### config.mk
export PLATFORM = sky130hd
export DESIGN_NAME = kmp_pattern_counter_unit
export DESIGN_NICKNAME = d
export VERILOG_FILES = /design/src/hdl/kpc_pkg.sv /design/src/hdl/kpc_ram.sv /design/src/hdl/kpc_front.sv /design/src/hdl/kpc_back.sv /design/src/hdl/kmp_pattern_counter_unit.sv
export SDC_FILE = /design/constraint.sdc
export NUM_CORES = 1
export LEC_CHECK = 0
export ABC_AREA = 1
export BUFFER_PORTS_ARGS = -buffer_cell sky130_fd_sc_hd__buf_2
export CORE_MARGIN = 4
export CORE_UTILIZATION = 57
export CTS_CLUSTER_DIAMETER = 200
export CTS_CLUSTER_SIZE = 16
export DETAILED_ROUTE_END_ITERATION = 8
export PLACE_DENSITY = 0.76
export SLEW_MARGIN = 20
export SYNTH_ARGS = -nofsm -noshare
export SYNTH_HDL_FRONTEND = slang
export SYNTH_HIERARCHICAL = 1
export SYNTH_SLANG_ARGS = --single-unit
### constraint.sdc
create_clock -name aclk -period 4.3 [get_ports aclk]
set_input_delay 0.645 -clock aclk [delete_from_list [all_inputs] [get_ports aclk]]
set_output_delay 0.645 -clock aclk [all_outputs]
set_load 0.01 [all_outputs]
### src/hdl/kpc_pkg.sv
// Shared types and constants for the KMP pattern counter.
`default_nettype none
package kpc_pkg;

    localparam int MAX_PATTERN_DEF = 64;
    localparam int COUNT_BITS_DEF  = 32;

    localparam int OP_W      = 2;
    localparam int SYM_W     = 8;
    localparam int OUT_CNT_W = 32;
    localparam int OUT_LEN_W = 7;

    localparam logic [OP_W-1:0] OP_CLEAR  = 2'd0;
    localparam logic [OP_W-1:0] OP_APPEND = 2'd1;
    localparam logic [OP_W-1:0] OP_TEXT   = 2'd2;

    typedef enum logic [1:0] {
        KIND_CLEAR,
        KIND_APPEND,
        KIND_TEXT,
        KIND_NOP
    } item_kind_t;

    typedef struct packed {
        item_kind_t       kind;
        logic [SYM_W-1:0] symbol;
    } queue_item_t;

    typedef enum logic {
        ST_IDLE,
        ST_WALK
    } back_state_t;

endpackage
`default_nettype wire

### src/hdl/kpc_ram.sv
// Generic single-write, single-read RAM with registered read data.
`default_nettype none
module kpc_ram #(
    parameter int WIDTH = 8,
    parameter int DEPTH = 64,
    localparam int ADDR_W = (DEPTH > 1) ? $clog2(DEPTH) : 1
) (
    input  wire logic              aclk,
    input  wire logic              we,
    input  wire logic [ADDR_W-1:0] waddr,
    input  wire logic [WIDTH-1:0]  wdata,
    input  wire logic [ADDR_W-1:0] raddr,
    output logic      [WIDTH-1:0]  rdata
);

    logic [WIDTH-1:0] mem [DEPTH];

    always_ff @(posedge aclk) begin
        if (we) begin
            mem[waddr] <= wdata;
        end
        rdata <= mem[raddr];
    end

endmodule
`default_nettype wire

### src/hdl/kpc_front.sv
// Front end: accepts input items, classifies the op and queues them for the back end.
`default_nettype none
module kpc_front import kpc_pkg::*; (
    input  wire logic             aclk,
    input  wire logic             aresetn,
    input  wire logic             s_valid,
    output logic                  s_ready,
    input  wire logic [OP_W-1:0]  s_op,
    input  wire logic [SYM_W-1:0] s_symbol,
    output logic                  q_valid,
    input  wire logic             q_ready,
    output queue_item_t           q_item
);

    queue_item_t entry_reg [2];
    logic        wr_ptr_reg, wr_ptr_next;
    logic        rd_ptr_reg, rd_ptr_next;
    logic [1:0]  count_reg, count_next;
    queue_item_t in_item;
    logic        push, pop;

    always_comb begin
        case (s_op)
            OP_CLEAR:  in_item.kind = KIND_CLEAR;
            OP_APPEND: in_item.kind = KIND_APPEND;
            OP_TEXT:   in_item.kind = KIND_TEXT;
            default:   in_item.kind = KIND_NOP;
        endcase
        in_item.symbol = s_symbol;
    end

    assign s_ready = (count_reg != 2'd2);
    assign q_valid = (count_reg != 2'd0);
    assign q_item  = entry_reg[rd_ptr_reg];
    assign push    = s_valid && s_ready;
    assign pop     = q_valid && q_ready;

    always_comb begin
        wr_ptr_next = push ? ~wr_ptr_reg : wr_ptr_reg;
        rd_ptr_next = pop ? ~rd_ptr_reg : rd_ptr_reg;
        count_next  = count_reg + {1'b0, push} - {1'b0, pop};
    end

    always_ff @(posedge aclk) begin
        if (!aresetn) begin
            wr_ptr_reg <= 1'b0;
            rd_ptr_reg <= 1'b0;
            count_reg  <= 2'd0;
        end else begin
            wr_ptr_reg <= wr_ptr_next;
            rd_ptr_reg <= rd_ptr_next;
            count_reg  <= count_next;
        end
    end

    always_ff @(posedge aclk) begin
        if (push) begin
            entry_reg[wr_ptr_reg] <= in_item;
        end
    end

endmodule
`default_nettype wire

### src/hdl/kpc_back.sv
// Back end: pattern and failure RAMs, the KMP fallback walk and the result register.
`default_nettype none
module kpc_back import kpc_pkg::*; #(
    parameter int MAX_PATTERN = MAX_PATTERN_DEF,
    parameter int COUNT_BITS  = COUNT_BITS_DEF
) (
    input  wire logic                 aclk,
    input  wire logic                 aresetn,
    input  wire logic                 q_valid,
    output logic                      q_ready,
    input  wire queue_item_t          q_item,
    output logic                      m_valid,
    input  wire logic                 m_ready,
    output logic                      m_match_found,
    output logic [OUT_CNT_W-1:0]      m_occurrence_count,
    output logic [OUT_LEN_W-1:0]      m_pattern_length,
    output logic                      m_pattern_full
);

    localparam int IDX_W = (MAX_PATTERN > 1) ? $clog2(MAX_PATTERN) : 1;
    localparam int LEN_W = $clog2(MAX_PATTERN + 1);

    back_state_t           state_reg, state_next;
    item_kind_t            kind_reg, kind_next;
    logic [SYM_W-1:0]      sym_reg, sym_next;
    logic [IDX_W-1:0]      k_reg, k_next;
    logic [LEN_W-1:0]      sl_reg, sl_next;
    logic [IDX_W-1:0]      bp_reg, bp_next;
    logic [IDX_W-1:0]      ml_reg, ml_next;
    logic [COUNT_BITS-1:0] total_reg, total_next;

    logic                  out_valid_reg, out_valid_next;
    logic                  out_match_reg, out_match_next;
    logic [OUT_CNT_W-1:0]  out_count_reg, out_count_next;
    logic [OUT_LEN_W-1:0]  out_len_reg, out_len_next;
    logic                  out_full_reg, out_full_next;

    logic                  p_we, f_we;
    logic [IDX_W-1:0]      wr_addr;
    logic [IDX_W-1:0]      f_wdata;
    logic [SYM_W-1:0]      p_rdata;
    logic [IDX_W-1:0]      f_rdata;
    logic [IDX_W-1:0]      f_raddr;

    logic                  slot_free;
    logic                  sl_zero, sl_full;
    logic                  start_walk;
    logic                  fit, walk_done;
    logic [LEN_W-1:0]      k_res;
    logic                  produce, match_flag, full_flag;
    logic [63:0]           total_wide;
    logic [LEN_W+6:0]      len_wide;

    kpc_ram #(.WIDTH(SYM_W), .DEPTH(MAX_PATTERN)) u_pattern_ram (
        .aclk  (aclk),
        .we    (p_we),
        .waddr (wr_addr),
        .wdata (sym_next),
        .raddr (k_next),
        .rdata (p_rdata)
    );

    kpc_ram #(.WIDTH(IDX_W), .DEPTH(MAX_PATTERN)) u_failure_ram (
        .aclk  (aclk),
        .we    (f_we),
        .waddr (wr_addr),
        .wdata (f_wdata),
        .raddr (f_raddr),
        .rdata (f_rdata)
    );

    assign slot_free = !out_valid_reg || m_ready;
    assign sl_zero   = (sl_reg == '0);
    assign sl_full   = (sl_reg == LEN_W'(MAX_PATTERN));
    assign start_walk = ((q_item.kind == KIND_APPEND) && !sl_full && !sl_zero) ||
                        ((q_item.kind == KIND_TEXT) && !sl_zero);
    assign fit       = (p_rdata == sym_reg);
    assign walk_done = (k_reg == '0) || fit;
    assign k_res     = LEN_W'(k_reg) + LEN_W'(fit);
    assign f_raddr   = k_next - IDX_W'(1);
    assign wr_addr   = sl_reg[IDX_W-1:0];
    assign q_ready   = (state_reg == ST_IDLE) && slot_free;

    always_comb begin
        state_next = state_reg;
        case (state_reg)
            ST_IDLE: begin
                if (q_valid && slot_free && start_walk) begin
                    state_next = ST_WALK;
                end
            end
            ST_WALK: begin
                if (walk_done && slot_free) begin
                    state_next = ST_IDLE;
                end
            end
            default: state_next = ST_IDLE;
        endcase
    end

    always_comb begin
        kind_next  = kind_reg;
        sym_next   = sym_reg;
        k_next     = k_reg;
        sl_next    = sl_reg;
        bp_next    = bp_reg;
        ml_next    = ml_reg;
        total_next = total_reg;
        p_we       = 1'b0;
        f_we       = 1'b0;
        f_wdata    = '0;
        produce    = 1'b0;
        match_flag = 1'b0;
        full_flag  = 1'b0;
        case (state_reg)
            ST_IDLE: begin
                if (q_valid && slot_free) begin
                    kind_next = q_item.kind;
                    sym_next  = q_item.symbol;
                    case (q_item.kind)
                        KIND_CLEAR: begin
                            sl_next    = '0;
                            bp_next    = '0;
                            ml_next    = '0;
                            total_next = '0;
                            produce    = 1'b1;
                        end
                        KIND_APPEND: begin
                            if (sl_full) begin
                                full_flag = 1'b1;
                                produce   = 1'b1;
                            end else if (sl_zero) begin
                                // first byte: its border is empty
                                p_we    = 1'b1;
                                f_we    = 1'b1;
                                bp_next = '0;
                                sl_next = LEN_W'(1);
                                produce = 1'b1;
                            end else begin
                                k_next = (LEN_W'(bp_reg) < sl_reg) ? bp_reg : '0;
                            end
                        end
                        KIND_TEXT: begin
                            if (sl_zero) begin
                                produce = 1'b1;
                            end else begin
                                k_next = (LEN_W'(ml_reg) < sl_reg) ? ml_reg : '0;
                            end
                        end
                        default: produce = 1'b1;
                    endcase
                end
            end
            ST_WALK: begin
                if (!walk_done) begin
                    // fall back one border
                    k_next = (f_rdata < k_reg) ? f_rdata : '0;
                end else if (slot_free) begin
                    produce = 1'b1;
                    if (kind_reg == KIND_APPEND) begin
                        f_wdata = (k_res >= sl_reg) ? '0 : k_res[IDX_W-1:0];
                        p_we    = 1'b1;
                        f_we    = 1'b1;
                        bp_next = f_wdata;
                        sl_next = sl_reg + LEN_W'(1);
                    end else begin
                        if (k_res >= sl_reg) begin
                            // full occurrence: restart from the border of the whole pattern
                            match_flag = 1'b1;
                            if (total_reg != '1) begin
                                total_next = total_reg + COUNT_BITS'(1);
                            end
                            ml_next = (LEN_W'(bp_reg) < sl_reg) ? bp_reg : '0;
                        end else begin
                            ml_next = k_res[IDX_W-1:0];
                        end
                    end
                end
            end
            default: ;
        endcase
    end

    always_comb begin
        total_wide     = 64'(total_next);
        len_wide       = (LEN_W+7)'(sl_next);
        out_valid_next = produce ? 1'b1 : (out_valid_reg && !m_ready);
        out_match_next = out_match_reg;
        out_count_next = out_count_reg;
        out_len_next   = out_len_reg;
        out_full_next  = out_full_reg;
        if (produce) begin
            out_match_next = match_flag;
            out_count_next = total_wide[OUT_CNT_W-1:0];
            out_len_next   = len_wide[OUT_LEN_W-1:0];
            out_full_next  = full_flag;
        end
    end

    always_ff @(posedge aclk) begin
        if (!aresetn) begin
            state_reg     <= ST_IDLE;
            sl_reg        <= '0;
            bp_reg        <= '0;
            ml_reg        <= '0;
            total_reg     <= '0;
            out_valid_reg <= 1'b0;
        end else begin
            state_reg     <= state_next;
            sl_reg        <= sl_next;
            bp_reg        <= bp_next;
            ml_reg        <= ml_next;
            total_reg     <= total_next;
            out_valid_reg <= out_valid_next;
        end
    end

    always_ff @(posedge aclk) begin
        kind_reg      <= kind_next;
        sym_reg       <= sym_next;
        k_reg         <= k_next;
        out_match_reg <= out_match_next;
        out_count_reg <= out_count_next;
        out_len_reg   <= out_len_next;
        out_full_reg  <= out_full_next;
    end

    assign m_valid            = out_valid_reg;
    assign m_match_found      = out_match_reg;
    assign m_occurrence_count = out_count_reg;
    assign m_pattern_length   = out_len_reg;
    assign m_pattern_full     = out_full_reg;

endmodule
`default_nettype wire

### src/hdl/kmp_pattern_counter_unit.sv
// Clear, unused op, first or refused append and text on an empty pattern are queued in
// the front end and answered from the back end's idle state into the result register;
// other append and text bytes also walk, one RAM read per failure-table fallback step,
// until the symbol fits or the border is empty; no new item is taken during a walk.
// Reset clears lengths, match state, count, queue and result valid flag; pattern and
// failure RAMs hold undefined data until written and get no clearing pass.
`default_nettype none
module kmp_pattern_counter_unit import kpc_pkg::*; #(
    parameter int MAX_PATTERN = MAX_PATTERN_DEF,
    parameter int COUNT_BITS  = COUNT_BITS_DEF
) (
    input  wire logic                 aclk,
    input  wire logic                 aresetn,
    input  wire logic                 s_valid,
    output logic                      s_ready,
    input  wire logic [OP_W-1:0]      s_op,
    input  wire logic [SYM_W-1:0]     s_symbol,
    output logic                      m_valid,
    input  wire logic                 m_ready,
    output logic                      m_match_found,
    output logic [OUT_CNT_W-1:0]      m_occurrence_count,
    output logic [OUT_LEN_W-1:0]      m_pattern_length,
    output logic                      m_pattern_full
);

    logic        q_valid;
    logic        q_ready;
    queue_item_t q_item;

    kpc_front u_front (
        .aclk     (aclk),
        .aresetn  (aresetn),
        .s_valid  (s_valid),
        .s_ready  (s_ready),
        .s_op     (s_op),
        .s_symbol (s_symbol),
        .q_valid  (q_valid),
        .q_ready  (q_ready),
        .q_item   (q_item)
    );

    kpc_back #(
        .MAX_PATTERN (MAX_PATTERN),
        .COUNT_BITS  (COUNT_BITS)
    ) u_back (
        .aclk               (aclk),
        .aresetn            (aresetn),
        .q_valid            (q_valid),
        .q_ready            (q_ready),
        .q_item             (q_item),
        .m_valid            (m_valid),
        .m_ready            (m_ready),
        .m_match_found      (m_match_found),
        .m_occurrence_count (m_occurrence_count),
        .m_pattern_length   (m_pattern_length),
        .m_pattern_full     (m_pattern_full)
    );

endmodule
`default_nettype wire
==> results of run 1 <==
## cells in the final DEF (no fill, tap or decap), types with 3 or more instances in the layout
cell       count
a21oi_1       51
a21oi_2        7
buf_12        26
buf_2         56
buf_4         83
clkbuf_1      19
clkbuf_16     76
dfxtp_1       86
edfxtp_1     959
ha_1          32
inv_1        154
inv_2         12
inv_4          6
inv_6          5
mux2_2        10
nand2_1     1395
nand2_2       11
nand2_4        3
nand3_1      829
nand3_2        6
nand3b_1       4
nand3b_2       3
nand4_1       36
nand4_2        4
nand4_4        3
nor2_1       192
nor2_2        14
nor2_4         6
nor3_1        21
nor4_1        19
o211ai_1       6
o21ai_0       24
o21ai_1        4
o21ai_4        5
xnor2_1        5
xor2_1         5
## cell usage after synthesis, types with 3 or more instances
| cell type | n |
|---|---|
| nand2_1 | 1400 |
| edfxtp_1 | 959 |
| nand3_1 | 829 |
| nor2_1 | 194 |
| inv_1 | 165 |
| buf_2 | 86 |
| dfxtp_1 | 86 |
| a21oi_1 | 51 |
| clkbuf_1 | 40 |
| buf_6 | 38 |
| nand4_1 | 36 |
| buf_4 | 33 |
| ha_1 | 32 |
| o21ai_0 | 29 |
| nor3_1 | 21 |
| buf_1 | 20 |
| nor4_1 | 19 |
| nor2_2 | 12 |
| mux2_2 | 10 |
| inv_2 | 8 |
| a21oi_2 | 7 |
| nand2_2 | 7 |
| nand3_2 | 6 |
| nor2_4 | 6 |
| o211ai_1 | 6 |
| xnor2_1 | 6 |
| xor2_1 | 6 |
| nand3b_1 | 4 |
| nand4_2 | 4 |
| o21ai_1 | 4 |
| nand3b_2 | 3 |
| nand4_4 | 3 |
## how the worst min path moves through the flow
stage,end,cells after the start,slack (ps),from
2_1_floorplan,u_back/ml_reg[0]$_SDFFE_PN0P_,2,440,u_back/ml_reg[0]$_SDFFE_PN0P_
3_3_place_gp,u_back/ml_reg[0]$_SDFFE_PN0P_,2,460,u_back/ml_reg[0]$_SDFFE_PN0P_
3_5_place_dp,u_back/ml_reg[0]$_SDFFE_PN0P_,2,460,u_back/ml_reg[0]$_SDFFE_PN0P_
4_1_cts,u_front/entry_reg[1][5]$_DFFE_PP_,1,170,s_symbol[5]
5_1_grt,u_front/entry_reg[1][5]$_DFFE_PP_,1,190,s_symbol[5]
6_report,u_front/entry_reg[1][5]$_DFFE_PP_,1,200,s_symbol[5]
## metrics by stage
stage,instances,power (mW)
finish,5245,30.3
global route,5245,31.7
CTS,5243,30.2
detailed placement,5142,23.8
global placement,5142,23.6
floorplan,4158,20.2
## critical path, delay by kind of cell (launching register included)
kind,cells,cell delay [ps]
compound gates,2,230
xor+xnor,1,330
flops,1,310
fa+ha+maj,3,710
simple gates,9,1180
buf+inv,5,1030
## layer usage
metal | global-route usage (%) | routed length, µm
met4 | 11.1 | 4720
met1 | 35.4 | 42600
met5 | 0 | 35
met3 | 3.49 | 9580
met2 | 42.4 | 52300
## timing repair
item,CTS,global route
setup endpoints to repair,0,115
setup buffers,0,2
gates resized for setup,0,6
## power groups by stage
stage | Sequential [mW] | Combinational (mW) | Clock [mW]
floorplan | 13.4 | 6.82 | 0
global placement | 13.2 | 10.4 | 0
detailed placement | 13.2 | 10.6 | 0
CTS | 13.0 | 10.6 | 6.64
global route | 13.0 | 11.7 | 7.01
finish | 13.0 | 10.8 | 6.53
## logic make-up (layout without fill, tap and decap cells)
family          count (synthesis)  count (layout)  synth area share (%)
compound gates                106             106                  1.33
xor+xnor                       12              12                 0.234
fa+ha+maj                      32              32                 0.891
buf+inv                       394             441                  4.50
flops                        1045            1045                  67.9
mux                            10              10                 0.251
simple gates                 2559            2559                  24.9
## cell type report
cell class                      instances  area [µm²]  area share, %
Sequential cell                      1045       30500           63.0
Multi-Input combinational cell       2719       12500           25.8
Clock buffer                           95        1970           4.07
Timing Repair Buffer                  165        1420           2.94
Tap cell                             1040        1300           2.68
Inverter                              175         682           1.41
Clock inverter                          6        78.8          0.163
==> impl_metrics.yaml, run 1 <==
clock_tree:
  cts_max_path_buffers: 3
  clkLatencyLatePin_ps: 630
  cts_tree: "yes"
  hold_buffers: 0
  cts_buffers: 75
  h-tree-depth: 3
  cts.sinks: 1045
  cts_root_buf: "clkbuf_16"
  clkTransAtPathRegs_ps: 80
layout:
  n_fill_cell: 6022
  largest_reg_flops: 512
  layout-drive-gt1-share_pct: 8.35
  largest_register: "u_back/u_pattern_ram/mem"
  fin_nets: 4227
  top_regs: "u_back/u_pattern_ram/mem (512), u_back/u_failure_ram/mem (384)"
  synthToLayoutAreaGrowth_pct: 7.87
  fin_area_um2: 48500
  n_antenna_cell: 0
  post-route-util_pct: 62.3
die:
  initial_core_util_pct: 57.7
  rows: 102
  die_h_um: 289
  die_w_um: 289
  coreArea_um2: 77800
  ioPinCount: 57
  dieArea_um2: 83400
flow_run:
  cap_violations: 0
sta:
  slew_viol_final: 0
  hold_viol_final: 0
  tns_ps: 0
  setup_violations: 0
  fin_skew_ps: 22.0
  fmax_ghz: 0.251
  period_minus_slack_ps: 3980
  rsz0062_at_grt: "false"
  fin_ws_ps: 321
  hold_ws_ps: 198
  fin_crit_sh_pct: 92.5
  tightest_slew_ps: 987
  relSlewSlack_pct: 33.9
setup_path:
  critPathKind: "reg -> reg"
  r2r_slack_ps: 320
  crit_arrival_ps: 4450
  r2r-end: "u_back/u_failure_ram/mem[3][0]$_DFFE_PP_"
  cp.required_ps: 4770
  worstSetupEndpointType: "flop"
  crit_path_end: "u_back/u_failure_ram/mem[3][0]$_DFFE_PP_"
  path_common_cell: "nand2_1"
  cp-start-kind: "flop"
  slowest_stage: "nand3_1"
  path_cells: "inv_1 -> nand2_1 -> nand2_1 -> nand2_1 -> nor2_2 -> nand2_4 -> inv_1 -> ha_1 -> ha_1 -> xor2_1 -> ha_1 -> a21oi_1 -> o21ai_0 -> nand2_1 -> nand3_1 -> buf_4 -> nor2_1 -> nand2_1 -> inv_4 -> buf_4"
  regToRegStartpoint: "u_back/sym_reg[5]$_DFF_P_"
  critPathLaunch: "u_back/sym_reg[5]$_DFF_P_"
  worstRegToRegCells: 20
  cp_slowest_stage_delay_ps: 340
  path_max_fanout: 21
pwr:
  powerDensity_nw_per_um2: 625
  power_frac_seq_pct: 42.9
  swShare_pct: 37.9
  comb_power_share_pct: 35.5
  vdd_drop_max_mv: 0.536
  pwr-share-clk_pct: 21.6
  p_leak_nw: 18.4
  internal-power_mw: 18.8
  switchingPower_mw: 11.5
drt:
  drt_wl_total_mm: 109
  vias: 31300
  drc: 0
  drtAntennaViolNets: 0
  drt_iter0_drc: 3823
  first_pass_iters: 6
  vias_per_cell: 5.96
  wl_per_cell_um: 20.8
yosys:
  synth_seq_area_share_pct: 67.9
  synthesis.area_um2: 44900
  synth.avg_cell_area_um2: 10.8
  postSynthCellCount: 4158
  synth-edff-count: 959
  synthTopCellsByArea: "edfxtp_1 64%, nand2_1 12%, nand3_1 9.2%"
  syn-num-nets: 4204
  yosysWarningCount: 6
  ys_types: 52
  synthArstFlopShare_pct: 0
  synthDominantCellAreaShare_pct: 64.1
  synth_ff_type: "edfxtp_1"
  synth.largest_area_cell: "edfxtp_1"
  synth-seq-cells: 1045
global_route:
  antenna_found_initial: 3
  grt.total_usage_pct: 26.0
  grt_start_max_net_pins: 130
  grt_pass1_vias: 29800
  overflow: 0
  grt_pass1_wl_mm: 168
placement:
  io_buffers: 56
  hpwlAfterDp_mm: 66.9
  pre_cts_ws_ps: 277
  placed_cell_area_um2: 46400
  gp_congestion: 0.931
run_status:
  status: "complete, no violations"
min_path:
  hold_class: "in -> reg"
Power figures use the tool's default switching activity.
==> run 2, diff against run 1 <==
--- a/config.mk
+++ b/config.mk
@@ -8,11 +8,11 @@
 export ABC_AREA = 1
 export BUFFER_PORTS_ARGS = -buffer_cell sky130_fd_sc_hd__buf_2
 export CORE_MARGIN = 4
-export CORE_UTILIZATION = 57
+export CORE_UTILIZATION = 63
 export CTS_CLUSTER_DIAMETER = 200
 export CTS_CLUSTER_SIZE = 16
 export DETAILED_ROUTE_END_ITERATION = 8
-export PLACE_DENSITY = 0.76
+export PLACE_DENSITY = 0.8
 export SLEW_MARGIN = 20
 export SYNTH_ARGS = -nofsm -noshare
 export SYNTH_HDL_FRONTEND = slang
==> constraint.sdc (replaced) <==
create_clock -name aclk -period 3.75 [get_ports aclk]
set_input_delay 0.5625 -clock aclk [delete_from_list [all_inputs] [get_ports aclk]]
set_output_delay 0.5625 -clock aclk [all_outputs]
set_load 0.01 [all_outputs]
==> run 2 against run 1 <==
Worst hold slack got worse by 95 ps. Clock skew rose by 16 ps. Final area rose by 1.4%. Sequential cell count did not move. Sequential power rose by 15%. Fmax rose by 12%. Setup slack got worse by 120 ps. Cell count fell by 0.42%. Die area fell by 9.3%. Sequential share of layout area fell by 0.85 points. Critical path type unchanged. Largest cell class unchanged. Largest power group unchanged.
==> impl_metrics.yaml, run 2 (synthesis gave the netlist of run 1 again) <==
clock_tree:
  cts.sinks: 1045
  cts_tree: "yes"
  cts_root_buf: "clkbuf_16"
  clkTransAtPathRegs_ps: 80
  h-tree-depth: 3
  cts_buffers: 75
  clkLatencyLatePin_ps: 660
  hold_buffers: 0
  cts_max_path_buffers: 3
sta:
  fin_crit_sh_pct: 94.6
  rsz0062_at_grt: "false"
  fmax_ghz: 0.282
  fin_skew_ps: 38.1
  relSlewSlack_pct: 31.3
  fin_ws_ps: 203
  slew_viol_final: 0
  hold_ws_ps: 103
  period_minus_slack_ps: 3550
  tns_ps: 0
  hold_viol_final: 0
  setup_violations: 0
  tightest_slew_ps: 1030
die:
  coreArea_um2: 70400
  ioPinCount: 57
  dieArea_um2: 75700
  initial_core_util_pct: 63.8
  rows: 97
  die_h_um: 275
  die_w_um: 275
global_route:
  met2_usage_pct: 46.9
  busiest_layer: "met2"
  grt.total_usage_pct: 28.5
  overflow: 0
  grtUsageMet1_pct: 38.7
  grt_start_max_net_pins: 109
  grt_pass1_vias: 29800
  grt_pass1_wl_mm: 167
  antenna_found_initial: 0
  use_met3_pct: 4.85
drt:
  wl_per_cell_um: 21.0
  drtAntennaViolNets: 0
  vias: 31800
  vias_per_cell: 6.10
  first_pass_iters: 6
  drc: 0
  drt_iter0_drc: 4445
  drt_wl_total_mm: 110
layout:
  fin_area_um2: 49100
  top_regs: "u_back/u_pattern_ram/mem (512), u_back/u_failure_ram/mem (384)"
  fin_cells: 5223
  n_antenna_cell: 0
  final_common_cell: "nand2_1"
  largest_register: "u_back/u_pattern_ram/mem"
  layout_common_cells: "1395 x nand2_1, 959 x edfxtp_1, 828 x nand3_1"
  synthToLayoutAreaGrowth_pct: 9.36
  post-route-util_pct: 69.8
  largest_reg_flops: 512
  fin_nets: 4282
  layout-drive-gt1-share_pct: 9.67
pwr:
  finalPower_mw: 35.3
  p_leak_nw: 18.8
  powerDensity_nw_per_um2: 719
  vdd_drop_max_mv: 0.810
setup_path:
  crit_arrival_ps: 4070
  critPathKind: "reg -> reg"
  cp.required_ps: 4270
  worstSetupEndpointType: "flop"
  cp-start-kind: "flop"
  path_max_fanout: 53
min_path:
  hold_class: "in -> reg"
placement:
  io_buffers: 56
  placed_cell_area_um2: 46800
  gp_congestion: 0.947
  hpwlAfterDp_mm: 67.0
  pre_cts_ws_ps: 143
  place_inst: 5092
flow_run:
  cap_violations: 0
run_status:
  status: "complete, no violations"
-- run 2: cell count changes in the layout (fill, tap and decap cells not counted), moves of 3 or more --
cell,change
buf_4,+34
inv_2,+3
dfxtp_2,+4
nor2_2,-3
buf_12,+17
clkbuf_1,+22
dfxtp_1,-4
-- run 2: where the power goes --
part	leakage (nW)	switching [mW]	internal, mW	total [mW]
combinational	7.66	9.23	3.49	12.7
sequential	10.1	0.295	14.7	15.0
clock	1.03	3.85	3.78	7.63
total	18.8	13.4	22.0	35.3
-- run 2: routing by layer --
layer | vias up | part of all wire [%]
met1 | 15200 | 38
met5 | - | 0
met2 | 1820 | 48
met4 | 0 | 4.2
met3 | 314 | 9.9
li1 | 14500 | -
-- run 2: layout make-up --
class	count	area, µm²
fillers	4792	21300
multi-input cells	2719	12500
well taps	940	1180
clock buffers	116	2030
flip-flops and latches	1045	30500
inverters	175	681
repair inverters	1	7.51
clock inverters	8	133
repair buffers	219	2080
-- run 2: timing repair --
item | in CTS | in global routing
hold endpoints to repair | 0 | 0
endpoints found under the setup margin | 0 | 449
buffers inserted | 0 | 4
gates resized for setup | 0 | 14
-- run 2: worst max-delay path, cell delays in order, from the launching register on --
cell and delay [ps]:
dfxtp_2 390, mux2_2 370, inv_1 90, ha_2 250, nand2_1 110, inv_1 160, nand4_1 100, nand2_1 70
nand2_1 50, nand2_1 100, nand2_4 130, ha_1 320, inv_2 140, buf_12 280, nand3_1 180, nand3_1 130
nand2_1 110, nand2_1 80, nand3_1 70, nand3_1 180, nand2_1 80
-- run 2: final timing paths --
check	slack [ps]	end	depth (start not counted)	start
setup / recovery	200	u_back/u_failure_ram/rdata[2]$_DFF_P_	20	flop
hold / removal	100	u_front/entry_reg[0][1]$_DFFE_PP_	1	s_symbol[1]
setup reg to reg	200	u_back/u_failure_ram/rdata[2]$_DFF_P_	20	flop
hold reg to reg	480	u_back/ml_reg[0]$_SDFFE_PN0P_	2	u_back/ml_reg[0]$_SDFFE_PN0P_
